===== src/wfsd_ram.sv =====
// Generic single-write, single-read RAM with registered read data
module wfsd_ram #(
   parameter int WIDTH = 32,
   parameter int DEPTH = 64
) (
   input  logic                     clock,
   input  logic                     wr_en,
   input  logic [$clog2(DEPTH)-1:0] wr_addr,
   input  logic [WIDTH-1:0]         wr_data,
   input  logic                     rd_en,
   input  logic [$clog2(DEPTH)-1:0] rd_addr,
   output logic [WIDTH-1:0]         rd_data
);

   logic [WIDTH-1:0] mem_ff [DEPTH];
   logic [WIDTH-1:0] rd_data_ff;

   always_ff @(posedge clock) begin
      if (wr_en) begin
         mem_ff[wr_addr] <= wr_data;
      end
      if (rd_en) begin
         rd_data_ff <= mem_ff[rd_addr];
      end
   end

   assign rd_data = rd_data_ff;

endmodule


===== config.mk =====
export PLATFORM = sky130hd
export DESIGN_NAME = wfsd_ram
export DESIGN_NICKNAME = d
export VERILOG_FILES = /design/src/wfsd_ram.sv
export SDC_FILE = /design/constraint.sdc
export NUM_CORES = 2
export LEC_CHECK = 0
export BUFFER_PORTS_ARGS = -buffer_cell sky130_fd_sc_hd__buf_2
export CAP_MARGIN = 20
export CORE_MARGIN = 1
export CORE_UTILIZATION = 30
export CTS_BUF_LIST = sky130_fd_sc_hd__clkbuf_16
export DETAILED_ROUTE_END_ITERATION = 10
export GPL_ROUTABILITY_DRIVEN = 1
export PLACE_DENSITY = 0.42
export SLEW_MARGIN = 10
export SYNTH_ARGS = -nofsm -noshare
export SYNTH_HDL_FRONTEND = slang
export SYNTH_SLANG_ARGS = --single-unit
export TNS_END_PERCENT = 1

===== constraint.sdc =====
create_clock -name clock -period 4.88 [get_ports clock]
set_input_delay 0.976 -clock clock [delete_from_list [all_inputs] [get_ports clock]]
set_output_delay 0.976 -clock clock [all_outputs]
set_load 0.005 [all_outputs]

==> metrics.sh <==
PWR-SHARE-SEQ=0.535
POST_CTS.RESIZED_INSTANCES=0
TYPE_OF_THE_TIGHTEST_MIN_DELAY_CHECK='in2reg'
NUM-NETS-FINAL=3708
FF_LATCH_AREA_SQ_MM=0.0625
TOP_LEVEL_PORTS=79
ROOT_BUFFER='sky130_fd_sc_hd__clkbuf_16'
FINALHOLDVIOLCOUNT=0
POST_SYNTH_INSTANCE_AREA_SQ_MM=0.0788
MIN_PERIOD_PS=3410
PLACE_CONGESTION=0.733
TRITONCTS='yes'
RESULT_OF_THE_RUN='finished, final reports clean'
ROUTE.DETAILED.DRC=0
CLOCKPOWERSHARE=0.413
CRITICAL_PATH.TOP_DELAY_FAMILY='multiplexers'
GLOBAL_ROUTE.OVERFLOW_TOTAL=0
N_FILL_CELL=23900
YOSYS_WARNINGS=0
ROUTE.DETAILED.WL_PER_INST_UM=32.5
WP_DATA_ARRIVAL_PS=3990
DIE-WIDTH_UM=515
HTREEDEPTH=4
DRT_WL_TOTAL_UM=239000
CELLINTERNALPOWER_mW=29.0
REPORT.POWER.TOTAL_mW=37.2
PLACEABLECOREAREA_SQ_MM=0.260
SYNTH.FF_LATCH_COUNT=2080
SYN2LAYOUT_AREA_GROWTH_PCT=16.7
VIAS=37100
WORSTSETUPENDPOINTTYPE='register'
FINAL_CELL_MIX='2,080 x sky130_fd_sc_hd__edfxtp_1, 544 x sky130_fd_sc_hd__mux4_2, 215 x sky130_fd_sc_hd__clkbuf_16'
MAX-CAP-VIOLATIONS=0
IO_BUFFERS=78
CTS_MADE_BUFFERS=215
MOST_COMMON_LIBRARY_CELL_IN_THE_LAYOUT_IGNORING_FILL_AND_TAPS='sky130_fd_sc_hd__edfxtp_1'
FINAL_MIN_PERIOD_OVER_CLOCK_PERIOD=0.699
PLACE_WORST_SETUP_SLACK_PS=448
FINAL_UTIL=0.353
CLOCK_TREE.BUFFER_DEPTH=3
VDD_IR_DROP_MAX_mV=0.315
CLOCK.FMAX_MHz=293
GRT_FIRST_PASS_WIRELENGTH_UM=328000
CP_SLOWEST_STAGE_DELAY_PS=800
TOTAL_SWITCHING_POWER_mW=8.23
CRITICAL_PATH.CELL_CHAIN='buf_8 -> buf_12 -> buf_12 -> mux4_2 -> mux4_2 -> o22ai_1 -> nor2_1'
DRIVE_ABOVE_1_SHARE=0.313
WORST-SETUP-PATH-TYPE='in2reg'
BUFFERS_INSERTED_BY_POST_CTS_TIMING_REPAIR=0
PLACED_CELLS_INCL_TAPS=6936
VIA_PER_INST=5.05
SWSHARE=0.221
DIE_AREA_SQ_MM=0.265
HOLD_BUFFERS=0
FINAL.SETUP.TNS_PS=0
SETUP_WS_PS=1470
WORST_CLOCK_SKEW_PS=34.2
PIN_COUNT_OF_THE_BIGGEST_NET_ENTERING_GLOBAL_ROUTING=65
DIE_HEIGHT_UM=515
COMBPWRFRAC=0.052
POSTSYNTHCELLCOUNT=3324
MULTIINPUTGATEAREA_SQ_MM=0.0160
WORSTPATHREQUIRED_PS=5460
CLOCK_LATENCY_PS=870
MAX_SLEW.WORST_PIN.SLEW_PS=1080
CRIT_BUF_INV=3
CRITICAL_PATH_PEAK_FANOUT=32
POST_SYNTH.CELL_AREA_AVG_SQ_UM=23.7
CRITICAL-PATH-SLOWEST-CELL='sky130_fd_sc_hd__o22ai_1'
STARTING_DENSITY=0.303
SEQ_AREA_FRAC_SYNTH=0.792
LEAKAGE_nW=28.4
CTS_NUM_SINKS=2080
P_PER_AREA_mW_PER_MM2=405
GRT_USE_TOTAL=0.180
SYNTHDISTINCTLIBCELLS=33
WORSTSETUPSTARTPOINTTYPE='primary input'
GRT_PASS1_VIAS=38300
SYNTH.NET_COUNT=3371
FINALNONFILLERCELLS=7339
CTS.CLK_SLEW.WORST_PATHS_PS=60
DR.FIRST_ITER.DRC_COUNT=3443
PLACEMENT_ROW_COUNT=187
NUMBER_OF_ANTENNA_VIOLATIONS_AT_THE_FIRST_CHECK_IN_GLOBAL_ROUTING=12
GRT_SETUP_UNREPAIRED='no'
SETUP_VIOL_COUNT_FINAL=0
ROUTE.ANTENNA.REMAINING_NETS=0
NUMBER_OF_SLEW_LIMIT_VIOLATIONS_IN_THE_FINAL_REPORT=0
HPWL_DETAILED_UM=135000
DRT_PRE_ANTENNA_ITERS=5
TIMING.SLEW.HEADROOM=0.280
cells by family (layout without fill, tap and decap cells):
| group | count (synthesis) | in the layout | share of synthesized area |
|---|---|---|---|
| DFF | 2080 | 2080 | 0.792 |
| muxes | 637 | 637 | 0.167 |
| other | 0 | 7 | 0 |
| and+or+nand+nor | 223 | 223 | 0.0126 |
| buffers and inverters | 182 | 694 | 0.0112 |
| AOI/OAI and AO/OA | 202 | 202 | 0.0167 |
metal layers:
metal / up-vias / share of wire / track usage
li1: 15000 / - / -
met1: 20900 / 0.45 / 0.254
met2: 918 / 0.49 / 0.295
met3: 248 / 0.042 / 0.0247
met4: 2 / 0.021 / 0.0435
met5: - / 0.000050 / 0
layout make-up:
type | count | share of cell area
multi-input combinational | 1062 | 0.174
antenna | 7 | 0.000190
clock buffer | 215 | 0.0585
timing repair buffer | 302 | 0.0289
sequential | 2080 | 0.679
tap | 3496 | 0.0476
clock inverter | 177 | 0.0122
Yosys cell counts:
master | n | area (sq um)
sky130_fd_sc_hd__a21oi_1 | 62 | 310
sky130_fd_sc_hd__a22oi_1 | 12 | 90.1
sky130_fd_sc_hd__a311oi_1 | 8 | 70.1
sky130_fd_sc_hd__a31oi_1 | 1 | 6.26
sky130_fd_sc_hd__a41o_1 | 4 | 40.0
sky130_fd_sc_hd__and2_1 | 2 | 12.5
sky130_fd_sc_hd__and3_1 | 4 | 25.0
sky130_fd_sc_hd__buf_1 | 21 | 78.8
sky130_fd_sc_hd__buf_2 | 57 | 285
sky130_fd_sc_hd__buf_4 | 25 | 188
sky130_fd_sc_hd__buf_6 | 5 | 56.3
sky130_fd_sc_hd__clkbuf_1 | 74 | 278
sky130_fd_sc_hd__edfxtp_1 | 2080 | 62500
sky130_fd_sc_hd__mux2i_1 | 93 | 931
sky130_fd_sc_hd__mux4_2 | 544 | 12300
sky130_fd_sc_hd__nand2_1 | 26 | 97.6
sky130_fd_sc_hd__nand2b_1 | 8 | 50.1
sky130_fd_sc_hd__nand3_1 | 5 | 25.0
sky130_fd_sc_hd__nand3b_1 | 5 | 37.5
sky130_fd_sc_hd__nand4_1 | 2 | 12.5
sky130_fd_sc_hd__nand4b_1 | 1 | 8.76
sky130_fd_sc_hd__nor2_1 | 137 | 514
sky130_fd_sc_hd__nor2b_1 | 15 | 93.8
sky130_fd_sc_hd__nor3_1 | 7 | 35.0
sky130_fd_sc_hd__o221ai_1 | 27 | 236
sky130_fd_sc_hd__o22ai_1 | 84 | 526
sky130_fd_sc_hd__o32ai_1 | 4 | 35.0
sky130_fd_sc_hd__or2_0 | 1 | 6.26
sky130_fd_sc_hd__or2_1 | 1 | 6.26
sky130_fd_sc_hd__or2_2 | 1 | 6.26
sky130_fd_sc_hd__or3_1 | 3 | 18.8
sky130_fd_sc_hd__or3b_1 | 2 | 17.5
sky130_fd_sc_hd__or3b_2 | 3 | 26.3
final timing paths:
| check | from | depth (start not counted) | slack, ps | end |
|---|---|---|---|---|
| setup / recovery | rd_addr[0] | 7 | 1470 | rd_data[2]$_DFFE_PP_ |
| hold / removal | wr_data[14] | 1 | 370 | mem_ff[49][14]$_DFFE_PP_ |
| hold reg to reg | mem_ff[12][20]$_DFFE_PP_ | 4 | 840 | rd_data[20]$_DFFE_PP_ |
| setup reg to reg | mem_ff[7][2]$_DFFE_PP_ | 4 | 2300 | rd_data[2]$_DFFE_PP_ |
through the flow:
| step | area (sq um) | hold WS [ps] |
|---|---|---|
| after floorplan | 78800 | 750 |
| after global placement | 85300 | 841 |
| after detailed placement | 85400 | 831 |
| after CTS | 91900 | 281 |
| after global routing | 92000 | 324 |
| final | 92000 | 370 |
flip-flops by register name, summed over array words and instances, names as in the netlist:
signal   cells
mem_ff    2048
rd_data     32
power groups by stage:
stage,registers (mW),clock network [mW],logic (mW)
3_5_place_dp,20.3,0,1.99
5_1_grt,19.9,16.3,2.07
4_1_cts,19.9,15.8,1.99
6_report,19.9,15.4,1.94
2_1_floorplan,20.2,0,0.962
3_3_place_gp,20.3,0,1.99
No activity file was read; power rests on OpenSTA's default activity.
