$ cat config.mk
export PLATFORM = sky130hd
export DESIGN_NAME = wfsd_front
export DESIGN_NICKNAME = d
export VERILOG_FILES = /design/src/wfsd_pkg.sv /design/src/wfsd_front.sv
export SDC_FILE = /design/constraint.sdc
export NUM_CORES = 1
export LEC_CHECK = 0
export CAP_MARGIN = 20
export CORE_AREA = 4 4 67 69
export CTS_BUF_LIST = sky130_fd_sc_hd__clkbuf_4 sky130_fd_sc_hd__clkbuf_8
export DETAILED_ROUTE_END_ITERATION = 10
export DIE_AREA = 0 0 71 73
export DONT_BUFFER_PORTS = 1
export GPL_TIMING_DRIVEN = 0
export PLACE_DENSITY = 0.51
export SYNTH_ARGS = -nofsm -noshare
export SYNTH_HDL_FRONTEND = slang
export SYNTH_SLANG_ARGS = --single-unit
$ cat constraint.sdc
create_clock -name clock -period 3.48 [get_ports clock]
set_input_delay 0.174 -clock clock [delete_from_list [all_inputs] [get_ports clock]]
set_output_delay 0.174 -clock clock [all_outputs]
set_load 0.01 [all_outputs]
$ cat src/wfsd_pkg.sv
// Shared constants, tables, types and states of the spectrogram block
package wfsd_pkg;

   localparam int FFT_SIZE  = 64;
   localparam int HOP       = 12;
   localparam int HALF      = FFT_SIZE / 2;
   localparam int AW        = $clog2(FFT_SIZE);
   localparam int KW        = AW + 1;
   localparam int CW        = $clog2(FFT_SIZE + 1);
   localparam int HW        = (HOP > 1) ? $clog2(HOP) : 1;
   localparam int LO_W      = 7;

   localparam int SAMPLE_W  = 16;
   localparam int TW_W      = 17;
   localparam int WIN_W     = 16;
   localparam int V_W       = 32;
   localparam int PROD_W    = V_W + TW_W;
   localparam int ACC_W     = PROD_W + 1 + AW;
   localparam int RND_SHIFT = 22;
   localparam int RW        = ACC_W - RND_SHIFT;
   localparam int PW        = 2 * RW;
   localparam int EW        = $clog2(PW);
   localparam int M_W       = 31;
   localparam int FRAC_W    = 12;
   localparam int IT_W      = $clog2(FRAC_W + 1);
   localparam int LG_W      = EW + FRAC_W + 1;
   localparam int DB_SHIFT  = 28;
   localparam int DBP_W     = LG_W + DB_SHIFT;
   localparam int DB_W      = 16;
   localparam int POS_W     = 6;
   localparam int CROP_W    = 5;

   localparam int DB_SCALE  = 25252226;
   localparam int DB_FLOOR  = -25600;
   localparam int DB_CEIL   = 25600;
   localparam int LG_OFFSET = 16 * 4096;
   localparam logic [WIN_W-1:0] RECT_WEIGHT = WIN_W'(32768);

   localparam int RSP_DEPTH = 4;
   localparam int RSP_AW    = $clog2(RSP_DEPTH);

   localparam int CSR_IDX_W = 2;
   localparam logic [CSR_IDX_W-1:0] CSR_WINDOW = 2'd0;
   localparam logic [CSR_IDX_W-1:0] CSR_CROP   = 2'd1;
   localparam int CSR_DATA_W = CROP_W;

   typedef logic signed [TW_W-1:0] tw_table_type [FFT_SIZE];
   typedef logic [WIN_W-1:0] win_table_type [FFT_SIZE];

   function automatic longint quarter_sine(input longint u);
      longint u2;
      longint acc;
      longint res;
      u2  = (u * u) >>> 14;
      acc = 172272;
      acc = -5026995 + ((acc * u2) >>> 14);
      acc = 85569306 + ((acc * u2) >>> 14);
      acc = -693598668 + ((acc * u2) >>> 14);
      acc = 1686629713 + ((acc * u2) >>> 14);
      res = (((acc * u) >>> 14) + 16384) >>> 15;
      if (res < 0) res = 0;
      if (res > 32767) res = 32767;
      return res;
   endfunction

   function automatic tw_table_type build_tw(input logic want_sin);
      tw_table_type t;
      longint a;
      longint q;
      longint r;
      longint s;
      longint c;
      longint v;
      for (int m = 0; m < FFT_SIZE; m++) begin
         a = ((longint'(m) * 65536 + HALF) / FFT_SIZE) & 65535;
         q = a >>> 14;
         r = a & 16383;
         s = quarter_sine(r);
         c = quarter_sine(16384 - r);
         case (q)
            0: v = want_sin ? s : c;
            1: v = want_sin ? c : -s;
            2: v = want_sin ? -s : -c;
            default: v = want_sin ? -c : s;
         endcase
         t[m] = TW_W'(v);
      end
      return t;
   endfunction

   localparam tw_table_type TW_COS = build_tw(1'b0);
   localparam tw_table_type TW_SIN = build_tw(1'b1);

   function automatic win_table_type build_win(input tw_table_type cosv);
      win_table_type t;
      longint v;
      for (int n = 0; n < FFT_SIZE; n++) begin
         v = (32768 - longint'(cosv[n])) >>> 1;
         t[n] = WIN_W'(v);
      end
      return t;
   endfunction

   localparam win_table_type HANN = build_win(TW_COS);

   typedef struct packed {
      logic              win_en;
      logic [CROP_W-1:0] crop;
   } cfg_type;

   typedef struct packed {
      logic                  en;
      logic [AW-1:0]         addr;
      logic [2*SAMPLE_W-1:0] data;
   } store_wr_type;

   typedef struct packed {
      logic          valid;
      logic [AW-1:0] start;
   } job_type;

   typedef struct packed {
      logic signed [DB_W-1:0] bin_db;
      logic [POS_W-1:0]       pos;
      logic                   last;
   } rsp_item_type;

   typedef enum logic [3:0] {
      BK_IDLE,
      BK_BIN,
      BK_MAC,
      BK_DRAIN,
      BK_ROUND,
      BK_POWER,
      BK_SUM,
      BK_NORM,
      BK_SQUARE,
      BK_SCALE,
      BK_PUSH
   } back_state_type;

endpackage

$ cat src/wfsd_front.sv
// Front end: sample intake, store writes, capture and hop counting, frame jobs
module wfsd_front import wfsd_pkg::*; (
   input  logic                       clock,
   input  logic                       reset,
   input  logic                       req_push,
   output logic                       req_full,
   input  logic signed [SAMPLE_W-1:0] sample_real,
   input  logic signed [SAMPLE_W-1:0] sample_imag,
   input  logic                       first_of_capture,
   input  logic                       back_busy,
   input  logic                       job_ready,
   output job_type                    job,
   output store_wr_type               store_wr
);

   logic [AW-1:0] wp_ff, wp_in;
   logic [CW-1:0] seen_ff, seen_in, seen_base;
   logic [HW-1:0] hop_ff, hop_in, hop_base;
   logic [HW:0]   hop_next;
   job_type       job_ff, job_in;
   logic          accept;
   logic          frame;

   assign req_full = job_ff.valid | back_busy;
   assign accept   = req_push & ~req_full;

   always_comb begin
      seen_base = first_of_capture ? '0 : seen_ff;
      hop_base  = first_of_capture ? '0 : hop_ff;
      hop_next  = {1'b0, hop_base} + (HW+1)'(1);
      frame     = 1'b0;
      wp_in     = wp_ff;
      seen_in   = seen_ff;
      hop_in    = hop_ff;
      job_in    = job_ff;
      if (job_ff.valid && job_ready) begin
         job_in.valid = 1'b0;
      end
      if (accept) begin
         wp_in = (wp_ff == AW'(FFT_SIZE - 1)) ? '0 : wp_ff + AW'(1);
         if (seen_base < CW'(FFT_SIZE)) begin
            seen_in = seen_base + CW'(1);
            hop_in  = hop_base;
            if (seen_base == CW'(FFT_SIZE - 1)) begin
               frame  = 1'b1;
               hop_in = '0;
            end
         end else begin
            seen_in = seen_base;
            if (hop_next >= (HW+1)'(HOP)) begin
               frame  = 1'b1;
               hop_in = '0;
            end else begin
               hop_in = hop_next[HW-1:0];
            end
         end
         if (frame) begin
            job_in.valid = 1'b1;
            job_in.start = wp_in;
         end
      end
   end

   always_ff @(posedge clock) begin
      if (reset) begin
         wp_ff   <= '0;
         seen_ff <= '0;
         hop_ff  <= '0;
         job_ff  <= '0;
      end else begin
         wp_ff   <= wp_in;
         seen_ff <= seen_in;
         hop_ff  <= hop_in;
         job_ff  <= job_in;
      end
   end

   assign job           = job_ff;
   assign store_wr.en   = accept;
   assign store_wr.addr = wp_ff;
   assign store_wr.data = {sample_real, sample_imag};

endmodule

==> metrics.csv <==
metric,value,unit
number of buffers inserted during clock tree synthesis,3,
maximum number of pins on one net before global-route repair,15,
number of cell rows,23,
hold buffer count at CTS,0,
CP Cell Sequence,"nand2b_1, inv_1, ha_1, nand3_1, nor3_1, o21ai_2, mux2_2",
category of cells accounting for the largest share of critical-path delay,simple AND/OR/NAND/NOR gates,
Max H-tree Level,1,
initial antenna violation count,0,
result of the run,"complete, no violations",
setup TNS,0,ns
count of distinct cell types in the synthesized netlist,44,
core occupancy in the finished layout,41.7,%
Hold Fails Final Rpt,0,
worst slew margin relative to its limit,65.4,%
final worst slack,1.58,ns
count of final max-slew check failures,0,
async set-reset flop share out of synthesis,0,%
drt via density,5.05,
Crit Path Category,reg2reg,
post-placement worst setup slack,1.53,ns
total grt overflow,0,
RSZ-0062 raised after global routing,no,
worst ir drop on vdd,0.151,mV
share of Yosys cell area claimed by the top area cell type,32.1,%
Final Routed Wirelength,3.28,mm
Final nets,227,
slowest stage cell on the critical path,nor3_1,
transition at the pin with the smallest max-transition slack,0.520,ns
proportion of synthesized chip area in sequential cells,32.1,%
dpl hpwl,2.61,mm
dominant cell type by area after synthesis,dfxtp_1,
number of buffers and inverters on the critical path,1,
count of buffers from port buffering,0,
Mapped Cells,182,
cell area power density,374,nW/um^2
"EDFF count, synth",0,
number of global-route vias before repair,1041,
"Clk pin slew, worst setup/hold paths",0.09,ns
initial standard-cell utilization of the core,38.3,%
"Primary FF master, synth",dfxtp_1,
GRT Total Usage,11.4,%
Area Growth Syn to Fin,8.93,%
largest cells by area after synthesis,"dfxtp_1 32%, buf_4 17%, nand2b_1 3.8%",
Detailed Route Iter0 Violations,45,
Top-Level Pins,85,
later-pin clock latency in the skew report,0.27,ns
total non-filler cell area in the finished layout,1630,sq um
total chip power,610,uW
CP peak stage delay,0.41,ns
number of max-capacitance violations reported,0,
synthesized net count,222,
critical path required time,3.65,ns
most frequent cells after synthesis,"34 x buf_4, 24 x dfxtp_1, 13 x nor2_1",
arrival time reported for the critical path endpoint,2.07,ns
highest clock frequency the design can meet,0.526,GHz
post-route ant nets,0,
Placer Congestion,0.762,
path type of the worst min-delay path,in2reg,
TritonCTS clock tree,yes,
kind of start point of the critical path,flip-flop,
final setup fails,0,
number of remaining DRC errors,0,
final setup skew,0.00725,ns
Syn Area/Cell,8.24,sq um
Die Footprint,5180,sq um
clock net sink count,24,
average wire length per cell after detail routing,13.9,microns
number of vias in the routed layout,1192,
dominant cell by count in the synthesized netlist,buf_4,
synthesized flop and latch total,24,
Leakage,0.680,nW
post-CTS setup buffer count,0,
root buffer selected by CTS,clkbuf_8,
capturing element type of the critical path,flip-flop,
width of the chip,71,microns
area of placed instances,1560,sq um
area of the mapped netlist,1500,sq um
final critical delay including setup and external delays,1.90,ns
share of cells above drive strength 1,25.8,%
period utilization,54.7,%
buffer levels on the longest clock path,2,
"Gates resized, CTS repair",0,
die outline height,73,microns
worst-path fanout max,6,
count of warnings emitted by yosys,0,
1st-pass router iterations,4,
global-route wire length before repair,4.84,mm
number of inserted diodes,0,
standard cell core area,3910,sq um
==> registers in the layout, indices dropped and copies added (netlist names) <==
register and cells:
seen_ff 7, hop_ff 4, wp_ff 6, job 7
==> layout make-up <==
| class | count | area [sq um] |
|---|---|---|
| Clock inverter | 1 | 30.0 |
| Tap cell | 50 | 62.6 |
| Sequential cell | 24 | 480 |
| Multi-Input combinational cell | 111 | 712 |
| Buffer | 41 | 284 |
| Inverter | 6 | 22.5 |
| Clock buffer | 3 | 41.3 |
| Fill cell | 387 | 2280 |
==> layout by cell type (no fill, tap or decap), drive strengths merged, types with 2 or more instances in the layout <==
cell type and count:
ha 2, nand3 5, or2 2, nand2 9
xnor2 3, o22ai 2, dfxtp 24, o21ai 5
and3 2, nor2b 6, a211oi 4, a21o 3
nor2 13, or3 2, nor3 8, a21oi 9
mux2i 3, or3b 2, mux2 4, clkbuf 9
buf 35, nand2b 9, a31oi 2, inv 6
xor2 3
==> stage by stage <==
| step | cells | hold WS (ns) |
|---|---|---|
| after floorplan | 182 | 0.356 |
| after global placement | 232 | 0.365 |
| after detailed placement | 232 | 0.369 |
| after CTS | 236 | 0.0739 |
| after global routing | 236 | 0.0848 |
| final | 236 | 0.0753 |
==> layer usage <==
layer	GRT usage [%]	up-vias	share of wire (%)
li1	-	598	-
met1	13.8	540	43
met2	20.1	50	49
met3	2.62	4	6.9
met4	3.13	0	1.0
met5	0	-	0
==> path summary, 6_finish.rpt <==
check / from / to / slack [ns] / depth (start not counted)
min: job_ready / job[6] / 0.08 / 2
min reg2reg: seen_ff[0] / seen_ff[0] / 0.46 / 2
max: seen_ff[0] / job[4] / 1.58 / 7
max reg2reg: seen_ff[0] / job[4] / 1.58 / 7
==> kinds of logic (layout without fill, tap and decap cells) <==
| family | after synthesis | in the layout | synth area share [%] |
|---|---|---|---|
| AND/OR/NAND/NOR | 63 | 63 | 22.8 |
| buffers and inverters | 47 | 51 | 20.4 |
| AO/OA/AOI/OAI | 33 | 33 | 14.5 |
| flip-flops | 24 | 24 | 32.1 |
| multiplexers | 7 | 7 | 5.01 |
| XOR/XNOR | 6 | 6 | 3.51 |
| adder cells (fa/ha/maj) | 2 | 2 | 1.67 |
==> power by group <==
part           leakage [nW]  internal (mW)  total, mW  switching, mW
registers             0.194          0.279      0.286        0.00719
clock network        0.0357          0.154      0.248         0.0942
logic                 0.450         0.0368     0.0765         0.0397
No activity file was read; power rests on OpenSTA's default activity.
