## src/wfsd_pkg.sv

```systemverilog
// Shared constants, tables, types and states of the spectrogram block
package wfsd_pkg;

   localparam int FFT_SIZE  = 64;
   localparam int HOP       = 12;
   localparam int HALF      = FFT_SIZE / 2;
   localparam int AW        = $clog2(FFT_SIZE);
   localparam int KW        = AW + 1;
   localparam int CW        = $clog2(FFT_SIZE + 1);
   localparam int HW        = (HOP > 1) ? $clog2(HOP) : 1;
   localparam int LO_W      = 7;

   localparam int SAMPLE_W  = 16;
   localparam int TW_W      = 17;
   localparam int WIN_W     = 16;
   localparam int V_W       = 32;
   localparam int PROD_W    = V_W + TW_W;
   localparam int ACC_W     = PROD_W + 1 + AW;
   localparam int RND_SHIFT = 22;
   localparam int RW        = ACC_W - RND_SHIFT;
   localparam int PW        = 2 * RW;
   localparam int EW        = $clog2(PW);
   localparam int M_W       = 31;
   localparam int FRAC_W    = 12;
   localparam int IT_W      = $clog2(FRAC_W + 1);
   localparam int LG_W      = EW + FRAC_W + 1;
   localparam int DB_SHIFT  = 28;
   localparam int DBP_W     = LG_W + DB_SHIFT;
   localparam int DB_W      = 16;
   localparam int POS_W     = 6;
   localparam int CROP_W    = 5;

   localparam int DB_SCALE  = 25252226;
   localparam int DB_FLOOR  = -25600;
   localparam int DB_CEIL   = 25600;
   localparam int LG_OFFSET = 16 * 4096;
   localparam logic [WIN_W-1:0] RECT_WEIGHT = WIN_W'(32768);

   localparam int RSP_DEPTH = 4;
   localparam int RSP_AW    = $clog2(RSP_DEPTH);

   localparam int CSR_IDX_W = 2;
   localparam logic [CSR_IDX_W-1:0] CSR_WINDOW = 2'd0;
   localparam logic [CSR_IDX_W-1:0] CSR_CROP   = 2'd1;
   localparam int CSR_DATA_W = CROP_W;

   typedef logic signed [TW_W-1:0] tw_table_type [FFT_SIZE];
   typedef logic [WIN_W-1:0] win_table_type [FFT_SIZE];

   function automatic longint quarter_sine(input longint u);
      longint u2;
      longint acc;
      longint res;
      u2  = (u * u) >>> 14;
      acc = 172272;
      acc = -5026995 + ((acc * u2) >>> 14);
      acc = 85569306 + ((acc * u2) >>> 14);
      acc = -693598668 + ((acc * u2) >>> 14);
      acc = 1686629713 + ((acc * u2) >>> 14);
      res = (((acc * u) >>> 14) + 16384) >>> 15;
      if (res < 0) res = 0;
      if (res > 32767) res = 32767;
      return res;
   endfunction

   function automatic tw_table_type build_tw(input logic want_sin);
      tw_table_type t;
      longint a;
      longint q;
      longint r;
      longint s;
      longint c;
      longint v;
      for (int m = 0; m < FFT_SIZE; m++) begin
         a = ((longint'(m) * 65536 + HALF) / FFT_SIZE) & 65535;
         q = a >>> 14;
         r = a & 16383;
         s = quarter_sine(r);
         c = quarter_sine(16384 - r);
         case (q)
            0: v = want_sin ? s : c;
            1: v = want_sin ? c : -s;
            2: v = want_sin ? -s : -c;
            default: v = want_sin ? -c : s;
         endcase
         t[m] = TW_W'(v);
      end
      return t;
   endfunction

   localparam tw_table_type TW_COS = build_tw(1'b0);
   localparam tw_table_type TW_SIN = build_tw(1'b1);

   function automatic win_table_type build_win(input tw_table_type cosv);
      win_table_type t;
      longint v;
      for (int n = 0; n < FFT_SIZE; n++) begin
         v = (32768 - longint'(cosv[n])) >>> 1;
         t[n] = WIN_W'(v);
      end
      return t;
   endfunction

   localparam win_table_type HANN = build_win(TW_COS);

   typedef struct packed {
      logic              win_en;
      logic [CROP_W-1:0] crop;
   } cfg_type;

   typedef struct packed {
      logic                  en;
      logic [AW-1:0]         addr;
      logic [2*SAMPLE_W-1:0] data;
   } store_wr_type;

   typedef struct packed {
      logic          valid;
      logic [AW-1:0] start;
   } job_type;

   typedef struct packed {
      logic signed [DB_W-1:0] bin_db;
      logic [POS_W-1:0]       pos;
      logic                   last;
   } rsp_item_type;

   typedef enum logic [3:0] {
      BK_IDLE,
      BK_BIN,
      BK_MAC,
      BK_DRAIN,
      BK_ROUND,
      BK_POWER,
      BK_SUM,
      BK_NORM,
      BK_SQUARE,
      BK_SCALE,
      BK_PUSH
   } back_state_type;

endpackage

```

## src/wfsd_rsp_fifo.sv

```systemverilog
// Result queue between the back end and the result port
module wfsd_rsp_fifo import wfsd_pkg::*; (
   input  logic         clock,
   input  logic         reset,
   input  logic         push,
   input  rsp_item_type push_item,
   output logic         full,
   input  logic         pop,
   output logic         empty,
   output rsp_item_type pop_item
);

   rsp_item_type     mem_ff [RSP_DEPTH];
   logic [RSP_AW-1:0] wr_ff, rd_ff;
   logic [RSP_AW:0]   count_ff, count_in;
   logic              do_push, do_pop;

   assign full     = (count_ff == (RSP_AW+1)'(RSP_DEPTH));
   assign empty    = (count_ff == '0);
   assign do_push  = push & ~full;
   assign do_pop   = pop & ~empty;
   assign pop_item = mem_ff[rd_ff];

   always_comb begin
      count_in = count_ff;
      if (do_push && !do_pop) count_in = count_ff + (RSP_AW+1)'(1);
      if (do_pop && !do_push) count_in = count_ff - (RSP_AW+1)'(1);
   end

   always_ff @(posedge clock) begin
      if (reset) begin
         wr_ff    <= '0;
         rd_ff    <= '0;
         count_ff <= '0;
      end else begin
         count_ff <= count_in;
         if (do_push) wr_ff <= wr_ff + RSP_AW'(1);
         if (do_pop)  rd_ff <= rd_ff + RSP_AW'(1);
      end
   end

   always_ff @(posedge clock) begin
      if (do_push) begin
         mem_ff[wr_ff] <= push_item;
      end
   end

endmodule

```

## config.mk

```make
export PLATFORM = sky130hd
export DESIGN_NAME = wfsd_rsp_fifo
export DESIGN_NICKNAME = d
export VERILOG_FILES = /design/src/wfsd_pkg.sv /design/src/wfsd_rsp_fifo.sv
export SDC_FILE = /design/constraint.sdc
export NUM_CORES = 1
export LEC_CHECK = 0
export ABC_AREA = 1
export BUFFER_PORTS_ARGS = -buffer_cell sky130_fd_sc_hd__clkbuf_2
export CORE_MARGIN = 2
export CORE_UTILIZATION = 45
export CTS_BUF_LIST = sky130_fd_sc_hd__clkbuf_8
export DETAILED_ROUTE_END_ITERATION = 16
export HOLD_SLACK_MARGIN = 0.02
export SYNTH_ARGS = -nofsm -noshare
export SYNTH_HDL_FRONTEND = slang
export SYNTH_SLANG_ARGS = --single-unit
```

## constraint.sdc

```tcl
create_clock -name clock -period 2.3 [get_ports clock]
set_input_delay 0.69 -clock clock [delete_from_list [all_inputs] [get_ports clock]]
set_output_delay 0.69 -clock clock [all_outputs]
set_load 0.02 [all_outputs]
```

==> results of run 1 <==
[registers in the layout, summed over array words and instances (netlist names), named ones only]
register / cells
mem_ff: 92
wr_ff: 2
rd_ff: 2
count_ff: 3
[area by class of cell]
type / instances / area share [%]
flip-flops and latches: 101 / 64.9
clock inverters: 7 / 2.51
inverters: 20 / 1.87
repair buffers: 60 / 7.27
multi-input cells: 158 / 17.8
clock buffers: 9 / 2.73
well taps: 108 / 2.97
[cells in the final DEF, fill, tap and decap left out, types with 2 or more instances in the layout]
cell	Yosys	layout
edfxtp_1	92	92
clkbuf_2	1	51
nor2_1	54	50
o21ai_0	31	31
o22ai_1	23	23
inv_1	18	18
o21ai_1	17	17
nand2_1	13	13
clkbuf_8	0	9
dfxtp_1	9	8
buf_4	2	7
nor2_2	2	6
a21oi_1	5	5
nand3_1	5	5
ha_1	5	5
bufinv_16	0	3
clkinv_1	0	2
buf_6	6	2
[worst paths after layout]
check	cells after the start	end	slack (ns)
worst max-delay path	4	pop_item[14]	0.09
worst min-delay path	2	wr_ff[0]$_SDFFE_PP0P_	0.51
worst max register to register	13	count_ff[2]$_SDFFE_PP0P_	0.52
worst min register to register	2	wr_ff[0]$_SDFFE_PP0P_	0.51
[routing by layer]
| layer | vias to the layer above | share of wire (%) | global-route usage (%) |
|---|---|---|---|
| li1 | 1169 | - | - |
| met1 | 1162 | 43 | 20.7 |
| met2 | 56 | 49 | 25.9 |
| met3 | 8 | 5.9 | 4.89 |
| met4 | 0 | 1.5 | 6.73 |
| met5 | - | 0 | 0 |
[logic make-up (layout without fill, tap and decap cells)]
logic type / count (synthesis) / count (layout)
adder cells (fa/ha/maj): 6 / 6
AND/OR/NAND/NOR: 76 / 76
buffers and inverters: 33 / 96
AO/OA/AOI/OAI: 76 / 76
flip-flops: 101 / 101
[power by group]
group / leakage, nW / total [W] / switching [W] / internal (W)
clock network: 0.115 / 0.00129 / 0.000576 / 0.000717
logic: 0.641 / 0.00135 / 0.000925 / 0.000424
registers: 0.919 / 0.00227 / 0.0000808 / 0.00219
[Yosys cell counts (all sizes together)]
library cell,count,area [µm²]
fa,1,20.0
nand2,15,66.3
dfxtp,9,180
ha,5,62.6
nand3,5,25.0
o22ai,23,144
a21oi,5,25.0
o21ai,48,240
nor2,56,215
clkbuf,1,5.00
edfxtp,92,2760
buf,12,103
inv,20,82.6
[critical path, stage by stage, from the launching register on]
cell and delay [ns]:
dfxtp_4 0.43, buf_4 0.23, o21ai_0 0.12, o22ai_1 0.20, clkbuf_2 0.20
[through the flow]
step | setup slack, ns | area (µm²) | setup TNS, ns | cells | hold slack [ns]
after global placement | 0.334 | 4290 | 0 | 447 | 0.491
after global routing | -0.00846 | 4540 | -0.00846 | 463 | 0.518
after floorplan | 0.156 | 3930 | 0 | 292 | 0.459
after detailed placement | 0.282 | 4290 | 0 | 447 | 0.504
final | 0.0878 | 4540 | 0 | 463 | 0.511
after CTS | 0.0191 | 4530 | 0 | 463 | 0.518
[timing repair]
action                     4_1_cts  5_1_grt
setup endpoints to repair        1       12
gates resized for setup          1        3
gates cloned                     0        0
==> impl_metrics.ini, run 1 <==
[clock_tree]
numCtsBuffers = 9
cts-root-buf = clkbuf_8
path_clk_slew_ns = 0.09
clock_path_buffers = 2
cts_tree = done
cts_hold_buf = 0
cts_setup_buffers = 0
htreeDepth = 3
cts_sinks = 101
clk_latency_ns = 0.36

[placed_design]
hpwlAfterDp_um = 4370
gp_congestion = 0.717
io_buffers = 51

[global_routing]
grt_max_degree = 47
grt_pass1_wl_um = 11700
overflow = 0
grt_pass1_vias = 2390
grtUsageTotal_pct = 16.2
antenna_found_initial = 0

[synthesis]
synth_top_family_by_area = compound AO/OA/AOI/OAI gates
netlist_area_um2 = 3930
synthXorXnorAreaFrac_pct = 0
synthAdderAreaFrac_pct = 2.10
ys_seq_elements = 101
yosysUniqueCellTypes = 21
yosysSeqAreaShare_pct = 74.9
synthSimpleGateAreaFrac_pct = 7.80
synthMuxAreaShare_pct = 0
synth_fp_nets = 325
syn_inst = 292
syn_avg_cell_area_um2 = 13.5
yosysWarningCount = 0
synth_compound_area_share_pct = 10.4

[cells_and_area]
nFillCells = 735
regArea_um2 = 2950
antenna_cells = 0
multiInputGateArea_um2 = 808
drive_gt1_share_pct = 23.9
synthToLayoutAreaGrowth_pct = 15.6
final_net_count = 383
final_core_util_pct = 52.9

[routing]
viasPerCell = 5.17
dr.pass1.iters = 4
drt_iter0_markers = 136
drc = 0
via_count = 2395
antenna_left = 0
totalWireLength_um = 7260
wl_per_cell_um = 15.7

[run_status]
status = completed

[sta]
slew_headroom_pct = 75.1
fin_crit_ns = 2.21
final-setup-viol-count = 0
final_hold_viol_count = 0
post-route-period-util_pct = 96.2
worst_pin_slew_ns = 0.373
clock.fmax_mhz = 452
drv_slew = 0
finClkSkew_ns = 0.00803

[run]
maxCapViolations = 0

[die]
num_rows = 34
fp.dieW_um = 97.5
core_um2 = 8590
ioPinCount = 52
dieHeight_um = 97.5
start_util_pct = 45.7
dieArea_um2 = 9500

[power]
p_total_w = 0.00491
p_leak_nw = 1.67
ir_drop_uv = 616
power_density_nw_per_um2 = 1080

[worst_setup_path]
crit_type = reg2out
worstPathMaxFanout = 16
critPathLaunchType = flip-flop
r2r-start = count_ff[1]$_SDFFE_PP0P_
worstPathRequired_ns = 1.61
worst_setup_path_end_kind = primary output
crit_arrival_ns = 1.52

[min_path]
hold_start = wr_ff[0]$_SDFFE_PP0P_
hold_class = reg2reg
Power figures use the tool's default switching activity.
==> run 2: changes to the inputs <==
--- a/config.mk
+++ b/config.mk
@@ -7,7 +7,7 @@
 export LEC_CHECK = 0
 export ABC_AREA = 1
 export BUFFER_PORTS_ARGS = -buffer_cell sky130_fd_sc_hd__clkbuf_2
-export CORE_MARGIN = 2
+export CORE_MARGIN = 3
 export CORE_UTILIZATION = 45
 export CTS_BUF_LIST = sky130_fd_sc_hd__clkbuf_8
 export DETAILED_ROUTE_END_ITERATION = 16
==> run 2 against run 1 <==
  * Hold slack improved by 0.0015 ns
  * Non-clock buffer count rose by 2
  * Setup slack gained 0.0099 ns
  * Highest routed layer unchanged
  * Sequential power barely moved
  * Clock-buffer cell count unchanged
  * Final cell count is 0.22% lower
  * Register-to-register slack barely moved
  * Largest power group unchanged
  * Clock skew grew 0.0026 ns
==> impl_metrics.ini, run 2 (synthesized netlist as in run 1, its figures left out) <==
[cells_and_area]
finalNonFillerCells = 462
antenna_cells = 0
drive_gt1_share_pct = 24.9
layout_common_cells = edfxtp_1 (92), clkbuf_2 (51), nor2_1 (50)
reg_top3 = mem_ff: 92 flops, count_ff: 3 flops
layout_commonest_cell = edfxtp_1
top_register = mem_ff
final_net_count = 385
synthToLayoutAreaGrowth_pct = 15.5
largest_reg_flops = 92

[clock_tree]
numCtsBuffers = 9
cts_tree = done
cts_sinks = 101
cts-root-buf = clkbuf_8
clock_path_buffers = 2
htreeDepth = 3
path_clk_slew_ns = 0.09
clk_latency_ns = 0.35

[global_routing]
grt_pass1_vias = 2310
grt_max_degree = 47
grtUsageTotal_pct = 15.4
overflow = 0
antenna_found_initial = 0
grt_pass1_wl_um = 11500

[sta]
final-setup-viol-count = 0
post-route-period-util_pct = 95.8
fin_crit_ns = 2.20
drv_slew = 0
tns_ns = 0
finClkSkew_ns = 0.0106
final_hold_viol_count = 0
grt_setup_unrepaired = no
slew_headroom_pct = 75.8
worst_pin_slew_ns = 0.363
clock.fmax_mhz = 454

[power]
power_density_nw_per_um2 = 1060
combPwrFrac_pct = 28.3
p_leak_nw = 1.68
internal-power_w = 0.00324
ir_drop_uv = 539
switching_share_pct = 32.8
p_sw_w = 0.00158
p_total_w = 0.00482
p_clk_share_pct = 24.5
seqPwrFrac_pct = 47.2

[worst_setup_path]
critPathLaunchType = flip-flop
crit_arrival_ns = 1.51
worstPathMaxFanout = 16
cp_cell_sequence = buf_6, o21ai_0, o22ai_1, clkbuf_2
worst_setup_path_end_kind = primary output
slowest_stage = dfxtp_2
crit_type = reg2out
max_stage_delay_ns = 0.44
worstRegToRegCells = 13
worstPathRequired_ns = 1.61

[placed_design]
hpwlAfterDp_um = 4490
gp_congestion = 0.713
io_buffers = 51
placed_cells = 444

[routing]
drc = 0
antenna_left = 0
viasPerCell = 5.15
drt_iter0_markers = 109
via_count = 2381
totalWireLength_um = 7250
wl_per_cell_um = 15.7
dr.pass1.iters = 4

[run_status]
status = completed

[die]
dieArea_um2 = 9890
dieHeight_um = 99.5
fp.dieW_um = 99.5
num_rows = 33
ioPinCount = 52
core_um2 = 8340
start_util_pct = 47.1

[min_path]
hold_depth = 2
hold_class = reg2reg

[run]
maxCapViolations = 0
==> run 2: worst max-delay path, delay by kind of cell, from the launching register on <==
family	cells	cell delay, ns
compound gates	2	0.32
flops	1	0.44
buf+inv	2	0.41
==> run 2: path summary, 6_finish.rpt <==
| path | startpoint | to | slack [ns] |
|---|---|---|---|
| worst max-delay path | flip-flop | pop_item[11] | 0.1 |
| worst min-delay path | wr_ff[1]$_SDFFE_PP0P_ | wr_ff[1]$_SDFFE_PP0P_ | 0.51 |
| worst max register to register | count_ff[1]$_SDFFE_PP0P_ | count_ff[2]$_SDFFE_PP0P_ | 0.52 |
| worst min register to register | wr_ff[1]$_SDFFE_PP0P_ | wr_ff[1]$_SDFFE_PP0P_ | 0.51 |
==> run 2: stage by stage <==
| stage | worst slack, ns | hold WS [ns] | instance area (µm²) | util (%) |
|---|---|---|---|---|
| floorplan | 0.156 | 0.459 | 3930 | - |
| global placement | 0.310 | 0.493 | 4300 | 51.6 |
| detailed placement | 0.271 | 0.504 | 4300 | 51.6 |
| CTS | 0.000828 | 0.519 | 4520 | 54.2 |
| global route | 0.0223 | 0.540 | 4540 | 54.4 |
| finish | 0.0977 | 0.513 | 4540 | 54.4 |
==> run 2: cell type report <==
cell class | instances | area, µm²
tap | 105 | 131
clock inverter | 7 | 90.1
timing repair buffer | 62 | 354
multi-input combinational | 158 | 808
clock buffer | 9 | 124
sequential | 101 | 2950
fill | 701 | 3800
inverter | 20 | 85.1
==> run 2: routing by layer <==
metal | track usage, % | vias to the layer above | routed length (µm)
li1 | - | 1174 | -
met2 | 25.2 | 51 | 3540
met1 | 19.6 | 1145 | 3160
met4 | 6.62 | 0 | 125
met3 | 3.65 | 11 | 421
met5 | 0 | - | 0
==> run 2: what timing repair did <==
| item | CTS | global route |
|---|---|---|
| gates resized for setup | 3 | 1 |
| setup buffers | 0 | 2 |
| endpoints found under the setup margin | 20 | 12 |
| pin swaps | 0 | 0 |
| hold buffers | 0 | 0 |
==> run 2: power groups by stage <==
stage          clock network [W]  registers [W]  logic, W
2_1_floorplan                  0        0.00228  0.000995
3_3_place_gp                   0        0.00232   0.00134
3_5_place_dp                   0        0.00232   0.00136
4_1_cts                  0.00121        0.00229   0.00136
5_1_grt                  0.00130        0.00229   0.00151
6_report                 0.00118        0.00228   0.00136
==> run 3: changes to the inputs <==
--- a/config.mk
+++ b/config.mk
@@ -6,12 +6,13 @@
 export NUM_CORES = 1
 export LEC_CHECK = 0
 export ABC_AREA = 1
-export BUFFER_PORTS_ARGS = -buffer_cell sky130_fd_sc_hd__clkbuf_2
 export CORE_MARGIN = 3
 export CORE_UTILIZATION = 45
 export CTS_BUF_LIST = sky130_fd_sc_hd__clkbuf_8
 export DETAILED_ROUTE_END_ITERATION = 16
+export DONT_BUFFER_PORTS = 1
 export HOLD_SLACK_MARGIN = 0.02
+export SLEW_MARGIN = 15
 export SYNTH_ARGS = -nofsm -noshare
 export SYNTH_HDL_FRONTEND = slang
 export SYNTH_SLANG_ARGS = --single-unit
==> run 3 against run 2 <==
  * Hold slack got worse by 0.12 ns
  * Register-to-register slack got worse by 0.02 ns
  * Die area is the same
  * Wire length is 4.8% higher
  * Flip-flop and latch count stayed put
  * Core utilization down 0.90 points
  * Non-clock buffer count fell by 48
  * Global-route usage rose by 0.45 points
==> impl_metrics.ini, run 3 (synthesized netlist as in run 1, its figures left out) <==
[run_status]
status = completed

[sta]
fin_crit_ns = 2.20
slew_headroom_pct = 75.7
grt_setup_unrepaired = no
clock.fmax_mhz = 455
final-setup-viol-count = 0
tns_ns = 0
finClkSkew_ns = 0.00688
post-route-period-util_pct = 95.5
worst_pin_slew_ns = 0.364
final_hold_viol_count = 0
drv_slew = 0

[power]
p_total_w = 0.00496
ir_drop_uv = 503
p_leak_nw = 1.54
power_density_nw_per_um2 = 1110

[routing]
viasPerCell = 5.44
via_count = 2252
totalWireLength_um = 7600
drc = 0
wl_per_cell_um = 18.4
antenna_left = 0
dr.pass1.iters = 4
drt_iter0_markers = 126

[cells_and_area]
reg_top3 = mem_ff: 92 flops, count_ff: 3 flops
final_net_count = 337
top_register = mem_ff
antenna_cells = 0
largest_reg_flops = 92
layout_commonest_cell = edfxtp_1
synthToLayoutAreaGrowth_pct = 13.6
final_core_util_pct = 53.5
layout_common_cells = edfxtp_1 (92), nor2_1 (50), o21ai_0 (30)
drive_gt1_share_pct = 18.8
finalNonFillerCells = 414

[min_path]
hold_class = in2reg

[die]
start_util_pct = 47.1
ioPinCount = 52
dieArea_um2 = 9890
num_rows = 33
fp.dieW_um = 99.5
dieHeight_um = 99.5
core_um2 = 8340

[global_routing]
grt_pass1_vias = 2296
overflow = 0
grt_max_degree = 48
grt_pass1_wl_um = 11900
grtUsageTotal_pct = 15.8
antenna_found_initial = 0

[clock_tree]
htreeDepth = 3
path_clk_slew_ns = 0.09
clk_latency_ns = 0.35
numCtsBuffers = 9
clock_path_buffers = 2
cts_hold_buf = 0
cts-root-buf = clkbuf_8
cts_sinks = 101
cts_tree = done

[worst_setup_path]
critPathLaunchType = flip-flop
worstPathMaxFanout = 46
crit_type = reg2out
crit_arrival_ns = 1.51
crit_family = buffers and inverters
slowest_stage = dfxtp_2
cp_num_buf_inv = 3
worst_setup_path_end_kind = primary output
max_stage_delay_ns = 0.36
cp_cell_sequence = buf_12, inv_16, o21ai_0, o22ai_1, buf_4
worstPathRequired_ns = 1.61

[placed_design]
io_buffers = 0
placed_cells = 397
hpwlAfterDp_um = 4210
gp_congestion = 0.709

[run]
maxCapViolations = 0
## run 3: cell count changes in the layout (fill, tap and decap cells not counted), moves of 2 or more
cell	before	now
clkbuf_2	51	0
buf_4	9	12
o22ai_2	0	17
o22ai_1	23	6
clkinv_2	2	0
## run 3: area by class of cell
| class | instances | area, µm² |
|---|---|---|
| fillers | 700 | 3870 |
| flip-flops and latches | 101 | 2940 |
| multi-input cells | 158 | 915 |
| repair buffers | 14 | 135 |
| well taps | 105 | 131 |
| clock buffers | 9 | 124 |
| clock inverters | 7 | 123 |
| inverters | 20 | 93.8 |
## run 3: layer usage
layer	part of all wire [%]	GRT usage, %	up-vias	wire (µm)
met5	0	0	-	0
met4	2.1	8.61	0	163
met3	6.7	5.68	13	506
met2	47	24.3	52	3600
met1	44	19.6	1113	3330
li1	-	-	1074	-
## run 3: repair_timing
action	CTS	global route
cloned	0	1
setup endpoints to repair	19	5
gates resized for setup	18	4
pin swaps	0	0
setup buffers	0	0
## run 3: worst reg2reg max path: stages (launching register included)
cell and delay [ns]:
dfxtp_1 0.38, nor2_2 0.07, nand2_1 0.12, nand2_1 0.09, inv_1 0.09, ha_1 0.17, inv_1 0.07, fa_1 0.38
inv_1 0.06, nand2_1 0.04, nand3_1 0.09, nand2_1 0.06, nand2_1 0.05, nor2_1 0.03
## run 3: stage by stage
stage | setup WS [ns] | hold slack [ns] | area, µm²
after detailed placement | 0.297 | 0.494 | 4080
after floorplan | 0.156 | 0.459 | 3930
final | 0.104 | 0.389 | 4470
after CTS | 0.00691 | 0.373 | 4430
after global placement | 0.333 | 0.488 | 4080
after global routing | 0.000924 | 0.367 | 4470
## run 3: worst paths after layout
kind,endpoint,slack (ns),from,cells past startpoint
max reg2reg,count_ff[2]$_SDFFE_PP0P_,0.50,count_ff[1]$_SDFFE_PP0P_,13
min reg2reg,wr_ff[1]$_SDFFE_PP0P_,0.51,wr_ff[1]$_SDFFE_PP0P_,2
max,pop_item[22],0.10,flip-flop,5
min,wr_ff[0]$_SDFFE_PP0P_,0.39,reset,1
## run 3: power by group
group          switching [W]  internal (W)
Combinational       0.000963      0.000419
Clock               0.000597      0.000728
Sequential         0.0000696       0.00219
Total                0.00163       0.00334
